==> config.mk <==
export PLATFORM = sky130hd
export DESIGN_NAME = metablock_bitstream_rle_decoder_core
export DESIGN_NICKNAME = d
export VERILOG_FILES = /design/src/rtl/core/mbrle_pkg.sv /design/src/rtl/core/mbrle_seq.sv /design/src/rtl/core/mbrle_dp.sv /design/src/rtl/core/metablock_bitstream_rle_decoder_core.sv
export SDC_FILE = /design/constraint.sdc
export NUM_CORES = 1
export LEC_CHECK = 0
export ABC_AREA = 1
export BUFFER_PORTS_ARGS = -buffer_cell sky130_fd_sc_hd__buf_2
export CAP_MARGIN = 20
export CELL_PAD_IN_SITES_DETAIL_PLACEMENT = 1
export CELL_PAD_IN_SITES_GLOBAL_PLACEMENT = 1
export CORE_MARGIN = 2
export CORE_UTILIZATION = 40
export CTS_CLUSTER_DIAMETER = 200
export DETAILED_ROUTE_END_ITERATION = 16
export PLACE_DENSITY = 0.84
export SLEW_MARGIN = 20
export SYNTH_ARGS = -nofsm -noshare
export SYNTH_HDL_FRONTEND = slang
export SYNTH_SLANG_ARGS = --single-unit
==> constraint.sdc <==
create_clock -name i_clk -period 2.35 [get_ports i_clk]
set_input_delay 0.1175 -clock i_clk [delete_from_list [all_inputs] [get_ports i_clk]]
set_output_delay 0.1175 -clock i_clk [all_outputs]
set_load 0.02 [all_outputs]
==> src/rtl/core/mbrle_pkg.sv <==
// Shared types, constants and control store for the metablock RLE decoder.
// Used by mbrle_seq, mbrle_dp and metablock_bitstream_rle_decoder_core.
package mbrle_pkg;

    localparam int BLOCK_ENTRIES_DEF = 256;

    // Left-aligned bit buffer: up to 13 pending bits plus one new byte.
    localparam int BUF_W  = 21;
    localparam int CNT_W  = 5;
    localparam int RUN_W  = 6;
    localparam int STEP_W = 2;

    localparam logic [1:0] CODE_RUN  = 2'd2;
    localparam logic [1:0] CODE_INCR = 2'd3;

    typedef enum logic [1:0] {
        OP_WAIT,
        OP_DECODE,
        OP_EMIT,
        OP_NOP
    } t_op;

    typedef enum logic [2:0] {
        C_NEVER,
        C_ALWAYS,
        C_NOT_LOADED,
        C_SHORT,
        C_BLOCK_DONE,
        C_EMIT_BUSY
    } t_cond;

    typedef struct packed {
        t_op                op;
        t_cond              jmp;
        logic [STEP_W-1:0]  target;
        t_cond              hold;
    } t_uword;

    // Datapath status seen by the sequencer
    typedef struct packed {
        logic loaded;
        logic short_cmd;
        logic block_done;
        logic emit_busy;
    } t_status;

    localparam logic [STEP_W-1:0] ST_WAIT   = 2'd0;
    localparam logic [STEP_W-1:0] ST_DECODE = 2'd1;
    localparam logic [STEP_W-1:0] ST_EMIT   = 2'd2;
    localparam logic [STEP_W-1:0] ST_LOOP   = 2'd3;

    // Control store. Priority per step: jump, then hold, then fall through.
    function automatic t_uword uc_rom(input logic [STEP_W-1:0] step);
        t_uword w;
        unique case (step)
            ST_WAIT:   w = '{op: OP_WAIT,   jmp: C_NEVER,      target: ST_WAIT,
                             hold: C_NOT_LOADED};
            ST_DECODE: w = '{op: OP_DECODE, jmp: C_SHORT,      target: ST_WAIT,
                             hold: C_NEVER};
            ST_EMIT:   w = '{op: OP_EMIT,   jmp: C_BLOCK_DONE, target: ST_WAIT,
                             hold: C_EMIT_BUSY};
            ST_LOOP:   w = '{op: OP_NOP,    jmp: C_ALWAYS,     target: ST_DECODE,
                             hold: C_NEVER};
            default:   w = '{op: OP_NOP,    jmp: C_ALWAYS,     target: ST_WAIT,
                             hold: C_NEVER};
        endcase
        return w;
    endfunction

    // Bits a command needs, including its 2-bit code
    function automatic logic [CNT_W-1:0] cmd_need(input logic [1:0] code);
        logic [CNT_W-1:0] n;
        unique case (code)
            CODE_RUN:  n = CNT_W'(14);
            CODE_INCR: n = CNT_W'(2);
            default:   n = CNT_W'(8);
        endcase
        return n;
    endfunction

endpackage

==> src/rtl/core/mbrle_seq.sv <==
// Microcode sequencer: step counter, control store lookup, conditional jumps.
// Depends on mbrle_pkg.
module mbrle_seq (
    input  logic               i_clk,
    input  logic               i_rst_n,
    input  mbrle_pkg::t_status i_status,
    output mbrle_pkg::t_op     o_op
);

    logic [mbrle_pkg::STEP_W-1:0] r_step;
    logic [mbrle_pkg::STEP_W-1:0] n_step;
    mbrle_pkg::t_uword            uw;
    logic                         jmp_take;
    logic                         hold_take;

    function automatic logic cond_eval(input mbrle_pkg::t_cond c,
                                       input mbrle_pkg::t_status s);
        logic r;
        unique case (c)
            mbrle_pkg::C_NEVER:      r = 1'b0;
            mbrle_pkg::C_ALWAYS:     r = 1'b1;
            mbrle_pkg::C_NOT_LOADED: r = !s.loaded;
            mbrle_pkg::C_SHORT:      r = s.short_cmd;
            mbrle_pkg::C_BLOCK_DONE: r = s.block_done;
            mbrle_pkg::C_EMIT_BUSY:  r = s.emit_busy;
            default:                 r = 1'b0;
        endcase
        return r;
    endfunction

    always_comb begin
        uw        = mbrle_pkg::uc_rom(r_step);
        jmp_take  = cond_eval(uw.jmp, i_status);
        hold_take = cond_eval(uw.hold, i_status);
        if (jmp_take) begin
            n_step = uw.target;
        end else if (hold_take) begin
            n_step = r_step;
        end else begin
            n_step = r_step + 1'b1;
        end
        o_op = uw.op;
    end

    always_ff @(posedge i_clk) begin
        if (!i_rst_n) begin
            r_step <= mbrle_pkg::ST_WAIT;
        end else begin
            r_step <= n_step;
        end
    end

endmodule

==> src/rtl/core/mbrle_dp.sv <==
// Datapath: bit buffer, command field extraction, run counter, output register.
// Driven by the op from mbrle_seq; depends on mbrle_pkg.
module mbrle_dp #(
    parameter int BLOCK_ENTRIES = mbrle_pkg::BLOCK_ENTRIES_DEF
) (
    input  logic               i_clk,
    input  logic               i_rst_n,
    input  mbrle_pkg::t_op     i_op,
    output mbrle_pkg::t_status o_status,
    input  logic               i_s_tvalid,
    output logic               o_s_tready,
    input  logic [7:0]         i_s_tdata,
    input  logic               i_s_tuser,
    output logic               o_m_tvalid,
    input  logic               i_m_tready,
    output logic [7:0]         o_m_tdata,
    output logic               o_m_tlast,
    output logic               o_m_tuser
);

    localparam int CW = $clog2(BLOCK_ENTRIES + 1);

    logic [mbrle_pkg::BUF_W-1:0] r_buf, n_buf;
    logic [mbrle_pkg::CNT_W-1:0] r_cnt, n_cnt;
    logic [mbrle_pkg::RUN_W-1:0] r_run, n_run;
    logic [7:0]                  r_prev, n_prev;
    logic [CW-1:0]               r_emit, n_emit;
    logic                        r_fin, n_fin;
    logic                        r_ovalid, n_ovalid;
    logic [7:0]                  r_odata, n_odata;
    logic                        r_olast, n_olast;
    logic                        r_oitem, n_oitem;

    logic                        accept;
    logic                        fin_eff;
    logic [mbrle_pkg::BUF_W-1:0] buf_eff;
    logic [mbrle_pkg::CNT_W-1:0] cnt_eff;
    logic [mbrle_pkg::BUF_W-1:0] ins;
    logic [1:0]                  code;
    logic [mbrle_pkg::CNT_W-1:0] need;
    logic                        short_cmd;
    logic                        fire;
    logic [CW-1:0]               emit_inc;
    logic                        last_blk;

    assign o_s_tready = (i_op == mbrle_pkg::OP_WAIT);
    assign accept     = i_s_tvalid && o_s_tready;
    assign fin_eff    = i_s_tuser ? 1'b0 : r_fin;
    assign buf_eff    = i_s_tuser ? '0 : r_buf;
    assign cnt_eff    = i_s_tuser ? '0 : r_cnt;
    // new byte goes right behind the pending bits
    assign ins        = {i_s_tdata, (mbrle_pkg::BUF_W - 8)'(0)} >> cnt_eff;

    assign code      = r_buf[mbrle_pkg::BUF_W-1 -: 2];
    assign need      = mbrle_pkg::cmd_need(code);
    assign short_cmd = (r_cnt < need);

    assign fire     = !r_ovalid || i_m_tready;
    assign emit_inc = r_emit + 1'b1;
    assign last_blk = (emit_inc == CW'(BLOCK_ENTRIES));

    always_comb begin
        n_buf    = r_buf;
        n_cnt    = r_cnt;
        n_run    = r_run;
        n_prev   = r_prev;
        n_emit   = r_emit;
        n_fin    = r_fin;
        n_odata  = r_odata;
        n_olast  = r_olast;
        n_oitem  = r_oitem;
        n_ovalid = r_ovalid && !i_m_tready;

        o_status            = '0;
        o_status.short_cmd  = short_cmd;
        o_status.emit_busy  = 1'b1;

        unique case (i_op)
            mbrle_pkg::OP_WAIT: begin
                if (accept) begin
                    if (i_s_tuser) begin
                        n_prev = '0;
                        n_emit = '0;
                        n_fin  = 1'b0;
                    end
                    if (!fin_eff) begin
                        o_status.loaded = 1'b1;
                        n_buf = buf_eff | ins;
                        n_cnt = cnt_eff + mbrle_pkg::CNT_W'(8);
                    end
                end
            end
            mbrle_pkg::OP_DECODE: begin
                if (!short_cmd) begin
                    n_buf = r_buf << need;
                    n_cnt = r_cnt - need;
                    n_run = mbrle_pkg::RUN_W'(1);
                    case (code)
                        mbrle_pkg::CODE_RUN: begin
                            n_run  = mbrle_pkg::RUN_W'(r_buf[18:14]) +
                                     mbrle_pkg::RUN_W'(2);
                            n_prev = {1'b0, r_buf[13:7]};
                        end
                        mbrle_pkg::CODE_INCR: begin
                            n_prev = r_prev + 8'd1;
                        end
                        default: begin
                            n_prev = r_buf[mbrle_pkg::BUF_W-1 -: 8];
                        end
                    endcase
                end
            end
            mbrle_pkg::OP_EMIT: begin
                if (fire) begin
                    n_ovalid = 1'b1;
                    n_odata  = r_prev;
                    n_olast  = last_blk;
                    // bits left after this command are already in the buffer,
                    // so whether another command follows is known now
                    n_oitem  = last_blk ||
                               (r_run == mbrle_pkg::RUN_W'(1) && short_cmd);
                    n_emit   = emit_inc;
                    n_run    = r_run - 1'b1;
                    o_status.emit_busy = (r_run != mbrle_pkg::RUN_W'(1));
                    if (last_blk) begin
                        o_status.block_done = 1'b1;
                        n_fin = 1'b1;
                        n_buf = '0;
                        n_cnt = '0;
                    end
                end
            end
            default: ;
        endcase
    end

    always_ff @(posedge i_clk) begin
        if (!i_rst_n) begin
            r_buf    <= '0;
            r_cnt    <= '0;
            r_prev   <= '0;
            r_emit   <= '0;
            r_fin    <= 1'b0;
            r_ovalid <= 1'b0;
        end else begin
            r_buf    <= n_buf;
            r_cnt    <= n_cnt;
            r_prev   <= n_prev;
            r_emit   <= n_emit;
            r_fin    <= n_fin;
            r_ovalid <= n_ovalid;
        end
    end

    always_ff @(posedge i_clk) begin
        r_run   <= n_run;
        r_odata <= n_odata;
        r_olast <= n_olast;
        r_oitem <= n_oitem;
    end

    assign o_m_tvalid = r_ovalid;
    assign o_m_tdata  = r_odata;
    assign o_m_tlast  = r_olast;
    assign o_m_tuser  = r_oitem;

endmodule

==> src/rtl/core/metablock_bitstream_rle_decoder_core.sv <==
// Metablock bitstream RLE decoder, top level.
// A byte is taken in the wait step; each complete command then passes through
// the decode step, the emit step (which puts out the bytes of its run, holds under
// output backpressure and returns to wait when the block ends) and the loop step;
// a final decode step finds the command incomplete; only then is a new byte taken.
// Reset (i_rst_n low, synchronous) clears the decoder as at the start of a block.
module metablock_bitstream_rle_decoder_core #(
    parameter int BLOCK_ENTRIES = mbrle_pkg::BLOCK_ENTRIES_DEF
) (
    input  logic       i_clk,
    input  logic       i_rst_n,
    input  logic       i_s_tvalid,
    output logic       o_s_tready,
    input  logic [7:0] i_s_tdata,   // [7:0] data_byte
    input  logic       i_s_tuser,   // [0] block_start
    output logic       o_m_tvalid,
    input  logic       i_m_tready,
    output logic [7:0] o_m_tdata,   // [7:0] tile_value
    output logic       o_m_tlast,   // block_last
    output logic       o_m_tuser    // [0] item_last
);

    mbrle_pkg::t_op     op;
    mbrle_pkg::t_status status;

    mbrle_seq u_seq (
        .i_clk    (i_clk),
        .i_rst_n  (i_rst_n),
        .i_status (status),
        .o_op     (op)
    );

    mbrle_dp #(
        .BLOCK_ENTRIES (BLOCK_ENTRIES)
    ) u_dp (
        .i_clk      (i_clk),
        .i_rst_n    (i_rst_n),
        .i_op       (op),
        .o_status   (status),
        .i_s_tvalid (i_s_tvalid),
        .o_s_tready (o_s_tready),
        .i_s_tdata  (i_s_tdata),
        .i_s_tuser  (i_s_tuser),
        .o_m_tvalid (o_m_tvalid),
        .i_m_tready (i_m_tready),
        .o_m_tdata  (o_m_tdata),
        .o_m_tlast  (o_m_tlast),
        .o_m_tuser  (o_m_tuser)
    );

endmodule
==> results.cfg <==
[run_status]
status = finished, final reports clean

[layout]
layout-drive-gt1-share_pct = 16.7
layoutNonFillerInstCount = 884
fillers = 1485
n_antenna_cell = 0
post-route-cell-area_um2 = 5340
fin_nets = 769
multi_input_area_um2 = 2760
area_growth_pct = 17.2
regArea_um2 = 1420

[sta]
tns_ns = 0
worst_clock_skew_ns = 0.00889
fin_crit_sh_pct = 93.6
rsz0062_at_grt = no
setup_ws_ns = 0.151
setup_viol_count_final = 0
fin_crit_ns = 2.20
final_hold_viol_count = 0
tightestPinTransition_ns = 0.820
fmax_mhz = 455
slew_violations = 0
slew_headroom_pct = 45.2

[synth]
netlist_instances = 699
muxShareOfSynthArea_pct = 0
ys_types = 45
synthAdderAreaFrac_pct = 4.83
syn_nets = 729
synth_compound_area_share_pct = 15.4
yosys.area_share.simple_pct = 38.1
synth_xor_area_share_pct = 1.92
yosys.area.top_type_share_pct = 20.6
synth_seq_cells = 63
synth_largest_area_cell = dfxtp_1
synth_top_family_by_area = simple AND/OR/NAND/NOR gates
synth.top_cells.by_area = dfxtp_1 21%, nand2_1 18%, edfxtp_1 11%
yosys_warnings = 0
synth_area_um2 = 4560
ys_seq_area_share_pct = 31.2
synth.avg_cell_area_um2 = 6.52

[floorplan]
die_area_um2 = 12300
rows = 38
start_util_pct = 41.5
die_h_um = 111
coreArea_um2 = 11000
design.portCount = 25
chipWidth_um = 111

[global_route]
grt_overflow = 0
grt_max_degree = 38
grt_first_pass_wirelength_um = 26200
grt_pass1_vias = 5252
grtUsageTotal_pct = 26.4
grt_antenna_before_repair = 0

[routing]
wire_per_inst_um = 18.3
vias = 5044
totalWireLength_um = 16200
drc = 0
avgViaCountPerCell = 5.71
ant_nets = 0
firstDrtPassIters = 5
drtIter0Drc = 377

[cts]
cts_buffers = 9
clock_latency_ns = 0.35
htree_levels = 3
cts_hold_buf = 0
path_clk_slew_ns = 0.06
ctsLongestPathBuffers = 2
cts_root_buf = clkbuf_16
cts.sinks = 63
cts_tree = built

[setup_path]
arrival_ns = 2.44
critPathKind = flop to flop
crit_start = u_seq.r_step[0]
cp.required_ns = 2.59
r2r_end = u_dp.r_buf[9]
crit_end = u_dp.r_buf[9]
critPathLaunchType = flop
r2r_slack_ns = 0.15
crit_fanout = 6
endpoint_kind = flop
reg2reg_from = u_seq.r_step[0]
ff2ff_path_depth = 10

[pwr]
peakVddDrop_v = 0.000635
power_leakage_nw = 2.35
p_per_area_nw_per_um2 = 1290

[run]
maxCapViolations = 0

[placement]
place_area_um2 = 4960
pre_cts_slack_ns = 0.0952
globalplace.congestion = 0.932
dp.cells = 865
portBuffers = 24
dpl.hpwl_um = 11600

[worst_hold_path]
hp-class = input port to flop
-- layer usage --
| layer | up-vias | track usage (%) | routed length [µm] |
|---|---|---|---|
| met5 | - | 0 | 0 |
| met4 | 0 | 9.83 | 507 |
| met3 | 41 | 5.58 | 947 |
| met2 | 176 | 45.5 | 7920 |
| met1 | 2448 | 32.2 | 6800 |
| li1 | 2379 | - | - |
-- timing repair --
action                                  in CTS  in global routing
setup buffers                                0                  3
gates resized for setup                      0                  4
endpoints found under the setup margin       0                 31
-- metrics by stage --
stage | total power [mW] | utilization [%] | hold slack, ns
after floorplan | 3.99 | - | 0.296
after CTS | 6.63 | 48.1 | 0.0895
after global routing | 7.35 | 48.6 | 0.108
after global placement | 4.97 | 45.2 | 0.425
after detailed placement | 5.13 | 45.2 | 0.456
final | 6.89 | 48.6 | 0.102
-- cell type report --
class                   count  share of cell area, %
clock inverters             7                   1.83
clock buffers               9                   4.22
multi-input cells         539                   51.6
well taps                 140                   3.28
inverters                  69                   4.85
repair buffers             57                   7.59
flip-flops and latches     63                   26.6
-- registers in the layout, indices dropped and copies added, names as in the netlist, 2 cells and up --
| name | cells |
|---|---|
| u_dp.o_m_tdata | 8 |
| u_dp.r_buf | 21 |
| u_dp.r_cnt | 5 |
| u_dp.r_emit | 9 |
| u_dp.r_prev | 8 |
| u_dp.r_run | 6 |
| u_seq.r_step | 2 |
-- worst min path at each step --
stage / from / to / slack (ns) / cells after the start
finish: i_m_tready / u_dp.o_m_tvalid / 0.10 / 4
CTS: i_m_tready / u_dp.o_m_tvalid / 0.09 / 4
global placement: i_m_tready / u_dp.o_m_tvalid / 0.43 / 4
global route: i_m_tready / u_dp.o_m_tvalid / 0.11 / 4
floorplan: i_rst_n / u_dp.r_buf[10] / 0.30 / 2
detailed placement: i_m_tready / u_dp.o_m_tvalid / 0.46 / 4
-- critical path: stages, from the launching register on --
cell and delay (ns):
dfxtp_1 0.38, inv_1 0.14, ha_1 0.41, nand2_1 0.20, clkinv_1 0.27, nand2_1 0.15, o32ai_1 0.10, nor3_1 0.25
nand2_1 0.08, nand2_1 0.07, nor2_1 0.04
-- power breakdown --
part,switching (mW),internal [mW],total (mW)
clock network,0.527,0.929,1.46
logic,2.39,1.31,3.70
registers,0.298,1.44,1.74
-- layout by cell type, fill, tap and decap left out, types with 2 or more instances in the layout --
master,n
dfxtp_1,46
nand3b_1,2
nand3_1,57
buf_12,3
buf_2,24
buf_4,30
o21ai_1,8
clkinv_4,2
nor2_1,58
xnor2_1,4
bufinv_16,2
inv_1,59
o22ai_1,10
xor2_1,6
nor3_1,8
o21ai_0,25
edfxtp_1,16
inv_2,9
or2_2,3
a21oi_1,40
a22oi_1,7
nand2_1,223
a211oi_1,2
clkinvlp_4,2
o31ai_1,3
a21oi_2,10
nor2_2,4
nand2_2,15
nand2_4,2
ha_1,15
nand4_1,14
clkbuf_16,9
o2111ai_1,2
a31oi_1,3
a32oi_1,3
nor2_4,3
-- cell usage after synthesis, drive strengths merged --
cell / number
a21oi: 50
o31ai: 3
xnor2: 4
fa: 1
xor2: 6
nor2: 66
buf: 14
o22ai: 10
nand2: 240
nand4: 14
o2111ai: 2
or2: 3
o221ai: 1
edfxtp: 16
nand3: 59
nor3: 8
o21bai: 1
a32oi: 3
a22oi: 7
and2: 1
or3: 1
o32ai: 1
dfxtp: 47
a211oi: 2
inv: 68
o21ai: 33
a211o: 1
a31oi: 3
ha: 16
and3: 1
nand3b: 2
clkinv: 1
clkbuf: 14
-- cells by family (layout without fill, tap and decap cells) --
group                      Yosys count  in the layout
and+or+nand+nor                    395            395
AOI/OAI and AO/OA                  117            117
buffers and inverters               97            142
DFF                                 63             63
adders and majority gates           17             17
xor gates and xnor gates            10             10
Power figures use the tool's default switching activity.
